## src/assert_macros.svh

```systemverilog
// assertion macros used by the rtl of the equaliser
// expects a clock named clk and an active-high reset named rst in scope
`ifndef ASSERT_MACROS_SVH
`define ASSERT_MACROS_SVH

// property checked on every rising clock edge outside reset
`define BQ_ASSERT(label, prop, msg) \
  label: assert property (@(posedge clk) disable iff (rst) (prop)) else $error(msg);

// same-cycle implication
`define BQ_ASSERT_IMP(label, ante, cons, msg) \
  label: assert property (@(posedge clk) disable iff (rst) (ante) |-> (cons)) else $error(msg);

// next-cycle implication
`define BQ_ASSERT_NXT(label, ante, cons, msg) \
  label: assert property (@(posedge clk) disable iff (rst) (ante) |=> (cons)) else $error(msg);

`endif

```

## src/bqeq_ram.sv

```systemverilog
// generic single-write, single-read synchronous ram with registered read data
// no dependencies
`default_nettype none

module bqeq_ram #(
  parameter int WIDTH = 32,
  parameter int DEPTH = 64,
  localparam int AW = (DEPTH > 1) ? $clog2(DEPTH) : 1
) (
  input  wire logic             clk,
  input  wire logic             we,
  input  wire logic [AW-1:0]    waddr,
  input  wire logic [WIDTH-1:0] wdata,
  input  wire logic             re,
  input  wire logic [AW-1:0]    raddr,
  output logic      [WIDTH-1:0] rdata
);

  logic [WIDTH-1:0] mem [DEPTH];

  always_ff @(posedge clk) begin
    if (we) begin
      mem[waddr] <= wdata;
    end
    if (re) begin
      rdata <= mem[raddr];
    end
  end

endmodule

`default_nettype wire

```

## config.mk

```make
export PLATFORM = sky130hd
export DESIGN_NAME = bqeq_ram
export DESIGN_NICKNAME = d
export VERILOG_FILES = /design/src/assert_macros.svh /design/src/bqeq_ram.sv
export SDC_FILE = /design/constraint.sdc
export NUM_CORES = 2
export LEC_CHECK = 0
export BUFFER_PORTS_ARGS = -buffer_cell sky130_fd_sc_hd__buf_4
export CORE_ASPECT_RATIO = 0.7
export CORE_MARGIN = 4
export CORE_UTILIZATION = 50
export CTS_BUF_LIST = sky130_fd_sc_hd__clkbuf_16
export DETAILED_ROUTE_END_ITERATION = 16
export PLACE_DENSITY = 0.69
export SLEW_MARGIN = 40
export SYNTH_ARGS = -nofsm -noshare
export SYNTH_HDL_FRONTEND = slang
export SYNTH_SLANG_ARGS = --single-unit
```

## constraint.sdc

```tcl
create_clock -name clk -period 7.8 [get_ports clk]
set_input_delay 0.39 -clock clk [delete_from_list [all_inputs] [get_ports clk]]
set_output_delay 0.39 -clock clk [all_outputs]
set_load 0.02 [all_outputs]
```

==> impl_results.md <==
- Worst reg-to-reg setup slack: 5370 ps
- RSZ-0062 raised after global routing: no
- Hold Path Stages: 1
- Pwr/cell area: 254 nW/um^2
- Vias in the first global route: 36800
- Ys flop type: edfxtp_1
- Hpwl dp: 106000 um
- Final #Nets: 3545
- Max-Cap Viols: 0
- Crit end category: flip-flop
- Hold WC Path Type: input port to flip-flop
- Die Wd: 483 um
- Final hold vios: 0
- Post-CTS Hold Fix Bufs: 0
- Hold endpoint: mem[10][31]
- Initial Utilization: 50.5%
- Max VDD drop: 0.000206 V
- Gpl congestion: 0.788
- P_leak: 27.3 nW
- Routed Antenna Nets: 0
- Layout Cells excl Fill: 5741
- Status: finished clean
- Final period util: 37.6%
- Buf/Inv on CP: 3
- Syn Area/Cell: 23.7 sq um
- Syn nets: 3371
- Sequential fraction of the synthesis area: 79.2%
- Mapped Cells: 3324
- Die Ht: 340 um
- CTS tree: yes
- Setup crit start: raddr[0]
- Clock sinks: 2080
- Clk root buf: clkbuf_16
- Max_slew headroom: 42.9%
- I/O pin count: 79
- Core Region: 156000 sq um
- Max Slew Vio Count: 0
- Slowest-stage cell, CP: mux4_2
- Drc violations: 0
- Pin count of the biggest net entering global routing: 113
- Max FO, Critical Path: 64
- Slew @ Worst Pin: 856 ps
- F_max: 341 MHz
- Vias/cell: 6.55
- Worst setup SP type: input port
- Setup Buffers After CTS: 0
- First-pass GRT wire length: 286000 um
- Crit Path Class: input port to flip-flop
- Via count: 37600
- DIE AREA: 164000 sq um
- CTS Buf Count: 179
- Global Route Usage Sum: 24.9%
- R2R depth: 4
- WP data required: 8320 ps
- # port buffers: 78
- Yosys cell types: 33
- Reg2reg end: rdata[11]
- Most frequent CP cell: mux4_2
- Pre-Repair DR Iteration Count: 5
- CP Cell Sequence: buf_8, buf_12, buf_16, mux4_2, mux4_2, o22ai_1, nor2_1
- Worst r2r src: mem[19][11]
- Top cell type's share of synthesized area: 79.2%
- Netlist Area Pre-Place: 78800 sq um
- CTS HTree Levels: 4
- Resize count post-CTS: 0
- Worst path max stage delay: 610 ps
- WP data arrival: 3450 ps
- Async SR Flop Fraction: 0%
- Layout cell share with drive strength beyond 1: 29.1%
- Rows: 121
- Wire per inst: 35.3 um
- Worst path top cell family by delay: buffers and inverters
- Global route overflow: 0
- Seq cells post-synth: 2080
- Final WL: 203000 um
- Commonest non-fill, non-tap cell in the layout: edfxtp_1
- EDFF count, synth: 2080
- CTS Buffer Depth: 3
- Most frequent cells in the layout: edfxtp_1, mux4_2, clkbuf_16, buf_4, mux2i_1
- Layout area overhead: 12.2%
- Clock Pin Slew Worst Setup and Hold Paths: 70 ps
- Cell taking the most area after synthesis: edfxtp_1
- Syn. warnings: 0
- Area contributors post-synth: edfxtp_1, mux4_2, mux2i_1
- Setup Viol. Count Final: 0
- Setup TNS: 0 ps
- Clk_lat worst skew: 790 ps
- DRT iter0 DRCs: 5688
- Clk_skew: 27.0 ps
- Placed cells: 5403
- Hold_sp: wdata[31]
- Initial antenna violation count: 9
- Final Critical Period: 2930 ps
[cell families after synthesis]
logic type             share of synthesized area, %
AOI/OAI and AO/OA                              1.67
buffers and inverters                          1.12
DFF                                            79.2
muxes                                          16.7
and+or+nand+nor                                1.26
[state kept, by name, summed over array words and instances (netlist names)]
signal,flops
mem,2048
rdata,32
[stage by stage]
stage	cell area [sq um]	power (mW)	hold WS [ps]	setup WS [ps]	util, %
floorplan	78800	13.3	489	4250	-
global placement	82400	13.8	845	3700	52.8
detailed placement	82500	13.8	847	3980	52.9
CTS	88300	22.5	85.4	4860	56.6
global route	88400	23.1	132	4670	56.6
finish	88400	22.4	129	4870	56.6
[per-layer routing]
metal	share of wire (%)	global-route usage (%)	vias up
met1	40	38.3	20200
met2	45	36.1	2461
met4	2.3	6.40	8
met5	0.028	0	-
met3	13	6.03	257
li1	-	-	14600
[worst max-delay path by stage]
stage / depth (start not counted) / to
2_1_floorplan: 4 / mem[48][0]
3_3_place_gp: 7 / rdata[20]
4_1_cts: 6 / rdata[0]
6_report: 7 / rdata[9]
3_5_place_dp: 6 / rdata[0]
5_1_grt: 8 / rdata[27]
[cell type report]
type	instances	area (sq um)
fill	11000	67700
sequential	2080	62500
multi-input combinational	1062	16000
clock buffer	182	4550
tap	2091	2620
timing repair buffer	175	1540
clock inverter	146	1230
antenna	5	12.5
[Yosys cell counts, types with 21 or more instances]
cell type	count
nand2_1	26
mux2i_1	93
a21oi_1	62
buf_2	57
clkbuf_1	74
nor2_1	137
edfxtp_1	2080
buf_4	25
o22ai_1	84
mux4_2	544
o221ai_1	27
buf_1	21
[power by group]
group | internal (mW) | switching [mW] | total [mW]
logic | 0.412 | 0.715 | 1.13
registers | 12.4 | 0.0475 | 12.4
clock network | 4.88 | 3.97 | 8.85
total | 17.7 | 4.74 | 22.4
(Power assumes the default switching activity.)
